### config.mk
export PLATFORM = sky130hd
export DESIGN_NAME = fixed_block_pool_allocator
export DESIGN_NICKNAME = d
export VERILOG_FILES = /design/src/hdl/fbpa_pkg.sv /design/src/hdl/fixed_block_pool_allocator.sv
export SDC_FILE = /design/constraint.sdc
export NUM_CORES = 2
export LEC_CHECK = 0
export ABC_AREA = 1
export BUFFER_PORTS_ARGS = -buffer_cell sky130_fd_sc_hd__clkbuf_2
export CORE_AREA = 2 2 560 562
export CTS_CLUSTER_DIAMETER = 30
export CTS_CLUSTER_SIZE = 16
export DETAILED_ROUTE_END_ITERATION = 10
export DIE_AREA = 0 0 562 564
export GPL_ROUTABILITY_DRIVEN = 0
export PLACE_DENSITY = 0.48
export SLEW_MARGIN = 40
export SYNTH_ARGS = -nofsm -noshare
export SYNTH_HDL_FRONTEND = slang
export SYNTH_SLANG_ARGS = --single-unit
export TNS_END_PERCENT = 20
### constraint.sdc
create_clock -name clk -period 25.8 [get_ports clk]
set_input_delay 3.87 -clock clk [delete_from_list [all_inputs] [get_ports clk]]
set_output_delay 3.87 -clock clk [all_outputs]
set_load 0.1 [all_outputs]
### src/hdl/fbpa_pkg.sv
// Shared constants for the fixed-size block pool allocator.
package fbpa_pkg;

	localparam int POOL_DEPTH_DEF = 64;
	localparam int ADDR_WIDTH_DEF = 32;

	localparam int PADDR_W = 4;

	localparam logic [1:0] ST_OK      = 2'd0;
	localparam logic [1:0] ST_NO_MEM  = 2'd1;
	localparam logic [1:0] ST_NULL    = 2'd2;
	localparam logic [1:0] ST_BAD_CFG = 2'd3;

	localparam logic [1:0] REG_BASE   = 2'd0;
	localparam logic [1:0] REG_SIZE   = 2'd1;
	localparam logic [1:0] REG_COUNT  = 2'd2;
	localparam logic [1:0] REG_BUFFER = 2'd3;

	localparam logic OP_ALLOC = 1'b0;
	localparam logic OP_FREE  = 1'b1;

	typedef logic [1:0] status_t;

endpackage

### src/hdl/fixed_block_pool_allocator.sv
// Top level of the fixed-size block pool allocator with its free stack and register port.
//
// The pool takes one request (allocate or free) in every clock cycle; busy is always low.
// Each request gives exactly one result word, shown for one cycle with done high after the
// request has passed the free stack memory, whose read data is registered, and then one result
// register; the receiver cannot stall results, so it must take every word. A register write
// rebuilds the free stack at once, without any clearing pass: entries that have not been pushed
// since the write read back as base_address plus index times the block size. Registers lie at
// byte addresses 0, 4, 8 and 12.
module fixed_block_pool_allocator #(
	parameter int POOL_DEPTH = fbpa_pkg::POOL_DEPTH_DEF,
	parameter int ADDR_WIDTH = fbpa_pkg::ADDR_WIDTH_DEF
) (
	input  logic                         clk,
	input  logic                         arst_n,
	input  logic                         psel,
	input  logic                         penable,
	input  logic                         pwrite,
	input  logic [fbpa_pkg::PADDR_W-1:0] paddr,
	input  logic [31:0]                  pwdata,
	output logic [31:0]                  prdata,
	output logic                         pready,
	input  logic                         start,
	output logic                         busy,
	input  logic                         op,
	input  logic [31:0]                  free_address,
	output logic                         done,
	output fbpa_pkg::status_t            status,
	output logic [31:0]                  block_address,
	output logic [6:0]                   free_count
);
	import fbpa_pkg::*;

	localparam int PtrW  = (POOL_DEPTH > 1) ? $clog2(POOL_DEPTH) : 1;
	localparam int TopW  = $clog2(POOL_DEPTH + 1);
	localparam int CmpW  = (TopW > 7) ? TopW : 7;
	localparam int ProdW = PtrW + 16;

	logic [31:0] base_q;
	logic [15:0] size_q;
	logic [6:0]  count_q;
	logic [31:0] buffer_q;

	logic cfg_wr;
	logic cfg_ok;
	logic [22:0] need_size;
	logic [CmpW-1:0] count_ext;
	logic [CmpW-1:0] cap_ext;
	logic [TopW-1:0] cap;
	logic [TopW-1:0] top_init;

	logic [TopW-1:0] top_q;
	logic            dirty_q;
	logic [TopW-1:0] top_cur;
	logic [TopW-1:0] top_m1;
	logic [TopW-1:0] top_next;
	logic [POOL_DEPTH-1:0] valid_q;

	logic accept;
	logic pop_ok;
	logic push_ok;
	status_t status_new;
	logic [PtrW-1:0] rd_idx;
	logic [PtrW-1:0] wr_idx;
	logic [ADDR_WIDTH+31:0] fa_ext;
	logic [ADDR_WIDTH-1:0]  push_data;

	logic [ADDR_WIDTH-1:0] stack_mem [POOL_DEPTH];

	logic                  vld_s1;
	status_t               status_s1;
	logic                  pop_s1;
	logic                  hit_s1;
	logic [PtrW-1:0]       idx_s1;
	logic [ADDR_WIDTH-1:0] rd_data_s1;
	logic [TopW-1:0]       count_s1;

	logic [ProdW-1:0]       fill_off;
	logic [ADDR_WIDTH-1:0]  fill_addr;
	logic [ADDR_WIDTH-1:0]  addr_sel;
	logic [ADDR_WIDTH+31:0] ba_ext;
	logic [CmpW-1:0]        count_out_ext;

	logic    done_q;
	status_t status_q;
	logic [31:0] block_address_q;
	logic [6:0]  free_count_q;

	assign pready = 1'b1;
	assign busy   = 1'b0;
	assign cfg_wr = psel & penable & pwrite & pready;

	always_comb begin
		unique case (paddr[3:2])
			REG_BASE:   prdata = base_q;
			REG_SIZE:   prdata = {16'd0, size_q};
			REG_COUNT:  prdata = {25'd0, count_q};
			REG_BUFFER: prdata = buffer_q;
			default:    prdata = 32'd0;
		endcase
	end

	always_ff @(posedge clk or negedge arst_n) begin
		if (!arst_n) begin
			base_q   <= '0;
			size_q   <= '0;
			count_q  <= '0;
			buffer_q <= '0;
		end else if (cfg_wr) begin
			unique case (paddr[3:2])
				REG_BASE:   base_q   <= pwdata;
				REG_SIZE:   size_q   <= pwdata[15:0];
				REG_COUNT:  count_q  <= pwdata[6:0];
				REG_BUFFER: buffer_q <= pwdata;
				default:    base_q   <= base_q;
			endcase
		end
	end

	assign need_size = 23'(size_q) * 23'(count_q);
	assign cfg_ok    = buffer_q >= {9'd0, need_size};
	assign count_ext = CmpW'(count_q);
	assign cap_ext   = (count_ext > CmpW'(POOL_DEPTH)) ? CmpW'(POOL_DEPTH) : count_ext;
	assign cap       = cap_ext[TopW-1:0];
	assign top_init  = cfg_ok ? cap : '0;

	assign top_cur = dirty_q ? top_init : top_q;
	assign top_m1  = top_cur - TopW'(1);
	assign rd_idx  = top_m1[PtrW-1:0];
	assign wr_idx  = top_cur[PtrW-1:0];

	assign accept  = start & ~busy;
	assign pop_ok  = cfg_ok & (op == OP_ALLOC) & (top_cur != '0);
	assign push_ok = cfg_ok & (op == OP_FREE) & (free_address != 32'd0) & (top_cur < cap);

	assign fa_ext    = {{ADDR_WIDTH{1'b0}}, free_address};
	assign push_data = fa_ext[ADDR_WIDTH-1:0];

	always_comb begin
		priority if (!cfg_ok) begin
			status_new = ST_BAD_CFG;
		end else if (op == OP_ALLOC && top_cur == '0) begin
			status_new = ST_NO_MEM;
		end else if (op == OP_FREE && free_address == 32'd0) begin
			status_new = ST_NULL;
		end else begin
			status_new = ST_OK;
		end
	end

	always_comb begin
		priority if (accept && pop_ok) begin
			top_next = top_m1;
		end else if (accept && push_ok) begin
			top_next = top_cur + TopW'(1);
		end else begin
			top_next = top_cur;
		end
	end

	always_ff @(posedge clk or negedge arst_n) begin
		if (!arst_n) begin
			top_q   <= '0;
			dirty_q <= 1'b1;
			valid_q <= '0;
		end else begin
			top_q   <= top_next;
			dirty_q <= cfg_wr;
			if (cfg_wr) begin
				valid_q <= '0;
			end else if (accept && push_ok) begin
				valid_q[wr_idx] <= 1'b1;
			end
		end
	end

	always_ff @(posedge clk) begin
		if (accept && push_ok) begin
			stack_mem[wr_idx] <= push_data;
		end
		rd_data_s1 <= stack_mem[rd_idx];
	end

	always_ff @(posedge clk or negedge arst_n) begin
		if (!arst_n) begin
			vld_s1 <= 1'b0;
		end else begin
			vld_s1 <= accept;
		end
	end

	always_ff @(posedge clk) begin
		status_s1 <= status_new;
		pop_s1    <= pop_ok;
		hit_s1    <= valid_q[rd_idx];
		idx_s1    <= rd_idx;
		count_s1  <= top_next;
	end

	assign fill_off      = ProdW'(idx_s1) * ProdW'(size_q);
	assign fill_addr     = ADDR_WIDTH'(base_q) + ADDR_WIDTH'(fill_off);
	assign addr_sel      = hit_s1 ? rd_data_s1 : fill_addr;
	assign ba_ext        = {32'd0, addr_sel};
	assign count_out_ext = CmpW'(count_s1);

	always_ff @(posedge clk or negedge arst_n) begin
		if (!arst_n) begin
			done_q <= 1'b0;
		end else begin
			done_q <= vld_s1;
		end
	end

	always_ff @(posedge clk) begin
		status_q        <= status_s1;
		block_address_q <= pop_s1 ? ba_ext[31:0] : 32'd0;
		free_count_q    <= count_out_ext[6:0];
	end

	assign done          = done_q;
	assign status        = status_q;
	assign block_address = block_address_q;
	assign free_count    = free_count_q;

endmodule

==> results summary <==
The slowest stage of the critical path belongs to the cell sky130_fd_sc_hd__dfrtp_1. Cells with a size suffix above 1 make up 11.5% of the layout. The number of flip-flops and latches in the synthesized netlist came out at 2299. In this run the worst hold path is classified as reg -> reg. Among all flip-flop cells after synthesis, the most frequent one is sky130_fd_sc_hd__edfxtp_1. The post-synthesis cell count is 10500. The vertical die dimension came out at 564 um. The sort of element at the start of the critical path is a flip-flop.

The post-route fraction of the period consumed by the critical path came out at 51.7%. The shortest period the worst path allows is 13.34 ns. The via count of the first global-routing pass came out at 76700. Entering global routing, the biggest net connects 166 pins. The sequential cell area fraction in the yosys report is 62.2%. Clock tree synthesis found a total of 2299 sinks. The total of endpoints with negative setup slack in the final report is 0. Once the clock tree was built, the resizer swapped 0 gates to a different size.

After filler insertion, the fill cell instance count of the layout stands at 29400. The number of placed I/O pins is 151. The worst-case IR drop observed on VDD is 0.000169 V.

The leakage power of the design is 54.4 nW. After synthesis, the cell types taking the most area are sky130_fd_sc_hd__edfxtp_1 (57%), sky130_fd_sc_hd__nand3_1 (11%), sky130_fd_sc_hd__nand2_1 (6.6%), sky130_fd_sc_hd__inv_1 (6.1%), sky130_fd_sc_hd__nand3b_1 (4.4%). The net count after synthesis is 10800.

The floorplan die area came out at 0.317 mm2. The number of setup buffers added after CTS is 0. The worst-skew pair later-pin latency came out at 1.03 ns. The cell area that synthesis handed to floorplanning was 0.108 mm2. Across the run, the number of max-cap violations was 0. From left edge to right edge, the die measures 562 um. The distinct cell type count of the synthesized netlist came out at 52. The clock tree from TritonCTS is built. The area growth from synthesis to layout is 21.5%. The worst setup path is captured at a flip-flop. For this run, the post-layout net count is 11000. Setup repair after global routing left no endpoint under its margin.

The number of remaining DRC errors is 0. The total global-route track usage is 22.2%. The count of pins over their slew limit came out at 0. The clock skew after layout came out at 0.0922 ns.

The initial utilization of the core area, before any placement, comes to 34.8%. After synthesis, the share of flip-flops with an asynchronous set or reset is 7.00%. The power per standard cell area came out at 150 mW/mm2. The hold buffer count at CTS came out at 0.

The highest clock frequency the design can meet is 0.0750 GHz. The core region is 0.311 mm2. The total CTS buffers is 525. Leaving out fill and tap cells, the most frequent cell in the layout is sky130_fd_sc_hd__nand3_1. The measured slew at the worst slew-check pin came out at 0.908 ns.

The clock transition at the register clock pins on the worst setup and hold paths after CTS came out at 0.05 ns. For this run, the detailed router's first-pass iteration total came to 6. The number of design-rule violations left by the first detailed-router iteration is 7306. The clock tree buffer depth came out at 4. The average cell area after synthesis is 10.3 um2. Of the post-synthesis cell area, the dominant cell type holds 56.8%. The type of the worst setup path is reg -> reg.

During synthesis, Yosys emitted a total of 0 warnings. The wire length reported by the detailed router is 358 mm. The wire length of the first global-routing pass is 522 mm.

In the layout the commonest cells are sky130_fd_sc_hd__nand3_1 (2275), sky130_fd_sc_hd__edfxtp_1 (2048), sky130_fd_sc_hd__nand2_1 (1900). The total congestion overflow after global routing came out at 0. The number of antenna violations at the first check in global routing came out at 12.

The worst path arrival time is 14.14 ns. Data on the critical path is required at its endpoint by 26.60 ns. The initialized floorplan defines 205 standard-cell rows. The relative slew slack is 39.5%.

The number of endpoints with negative hold slack in the final report was 0. The flow ran to the end, and the final reports show no timing, DRC or antenna violations. The vias per cell came out at 5.11. Summing internal, switching and leakage power gives 19.7 mW. For the final routed database, the setup TNS stands at 0 ns.

The clock tree root buffer cell is sky130_fd_sc_hd__clkbuf_16. Once detail routing completed, the nets flagged for antenna violations numbered 0. The count of buffers inserted at the top-level ports came out at 146. The number of enable flip-flop cells after synthesis is 2048.

The wire length per cell is 23.4 um. The detailed placement HPWL is 192 mm. The worst-path maximum fanout came out at 72. The number of H-tree levels came out at 6. For this block, the via count after detailed routing is 78000.

Measured on the finished design, the core utilization comes to 42.3%. On the worst path, the slowest cell contributes a delay of 0.89 ns. Summed over all instances, the cell type with the most area after synthesis is sky130_fd_sc_hd__edfxtp_1.
-- final timing paths --
| kind | cells after the start | endpoint | slack [ns] | from |
|---|---|---|---|---|
| worst min-delay path | 0 | status[0] | 0.32 | status_s1[0] |
| min in group asynchronous | 1 | base_q[18] | 2.77 | arst_n |
| worst max-delay path | 39 | rd_data_s1[24] | 12.46 | size_q[4] |
| worst min register to register | 0 | status[0] | 0.32 | status_s1[0] |
| worst max register to register | 39 | rd_data_s1[24] | 12.46 | size_q[4] |
| max in group asynchronous | 3 | count_ext[0] | 21.71 | arst_n |
-- routing by layer --
layer / vias to the layer above / GRT usage (%) / wire (um)
met4: 2 / 6.92 / 9470
met1: 38900 / 31.1 / 162000
met5: - / 0 / 7
met2: 2859 / 35.3 / 163000
met3: 563 / 3.35 / 23600
li1: 35600 / - / -
-- final cells by class --
class                   count  area, um2  share of cell area, %
flip-flops and latches   2299      67300                   51.2
multi-input cells        5744      31900                   24.2
clock buffers             630      13800                   10.5
inverters                1783       6710                   5.11
well taps                4140       5180                   3.94
clock inverters           314       3880                   2.95
repair buffers            356       2700                   2.06
diodes                      5       12.5                0.00952
-- flip-flops by register name, indices dropped and copies added, names as in the netlist, 2 cells and up --
signal and cells:
top_q 7, buffer_q 32, size_q 16, idx_s1 6, stack_mem 2048, count_ext 7
block_address 32, valid_q 64, rd_data_s1 32, count_out_ext 7, status 2, status_s1 2
free_count 7, base_q 32
-- per-stage QoR --
step                cells  cell area (um2)  setup WS, ns  hold slack (ns)
floorplan           10500           108000         15.43            0.310
global placement    14300           113000         11.96            0.315
detailed placement  14300           114000         11.98            0.312
CTS                 15300           131000         12.01            0.324
global route        15300           131000         11.60            0.335
finish              15300           131000         12.46            0.324
-- kinds of logic (layout without fill, tap and decap cells) --
group                      count (synthesis)  after routing  synth area share (%)
other                                      2              7               0.00694
AOI/OAI and AO/OA                        370            370                  1.89
DFF                                     2299           2299                  62.2
and+or+nand+nor                         5060           5060                  22.6
muxes                                     13             13                 0.135
buffers and inverters                   2437           3083                  8.85
adders and majority gates                257            257                  3.98
xor gates and xnor gates                  42             42                 0.340
-- synth_stat cells (all sizes together) (14+ instances only) --
| library cell | number |
|---|---|
| nand3 | 2282 |
| edfxtp | 2048 |
| nand2 | 1924 |
| inv | 1780 |
| nand3b | 641 |
| clkbuf | 329 |
| buf | 325 |
| o21ai | 198 |
| nor2 | 178 |
| dfrtp | 160 |
| fa | 145 |
| ha | 112 |
| a21oi | 106 |
| dfxtp | 90 |
| xor2 | 29 |
| o221ai | 14 |
-- report_power, final --
part           total (mW)  leakage, nW  internal [mW]  switching [mW]
Clock                6.52         8.51           4.32            2.20
Combinational        8.80         24.7           2.66            6.14
Sequential           4.43         21.2           4.24           0.185
-- worst max-delay path: cells and delay by family (launching register included) --
| kind | cells | cell delay, ns |
|---|---|---|
| xor gates and xnor gates | 1 | 0.17 |
| adders and majority gates | 7 | 2.81 |
| AOI/OAI and AO/OA | 9 | 2.15 |
| and+or+nand+nor | 14 | 4.14 |
| DFF | 1 | 0.89 |
| buffers and inverters | 8 | 2.79 |
Power figures use the tool's default switching activity.
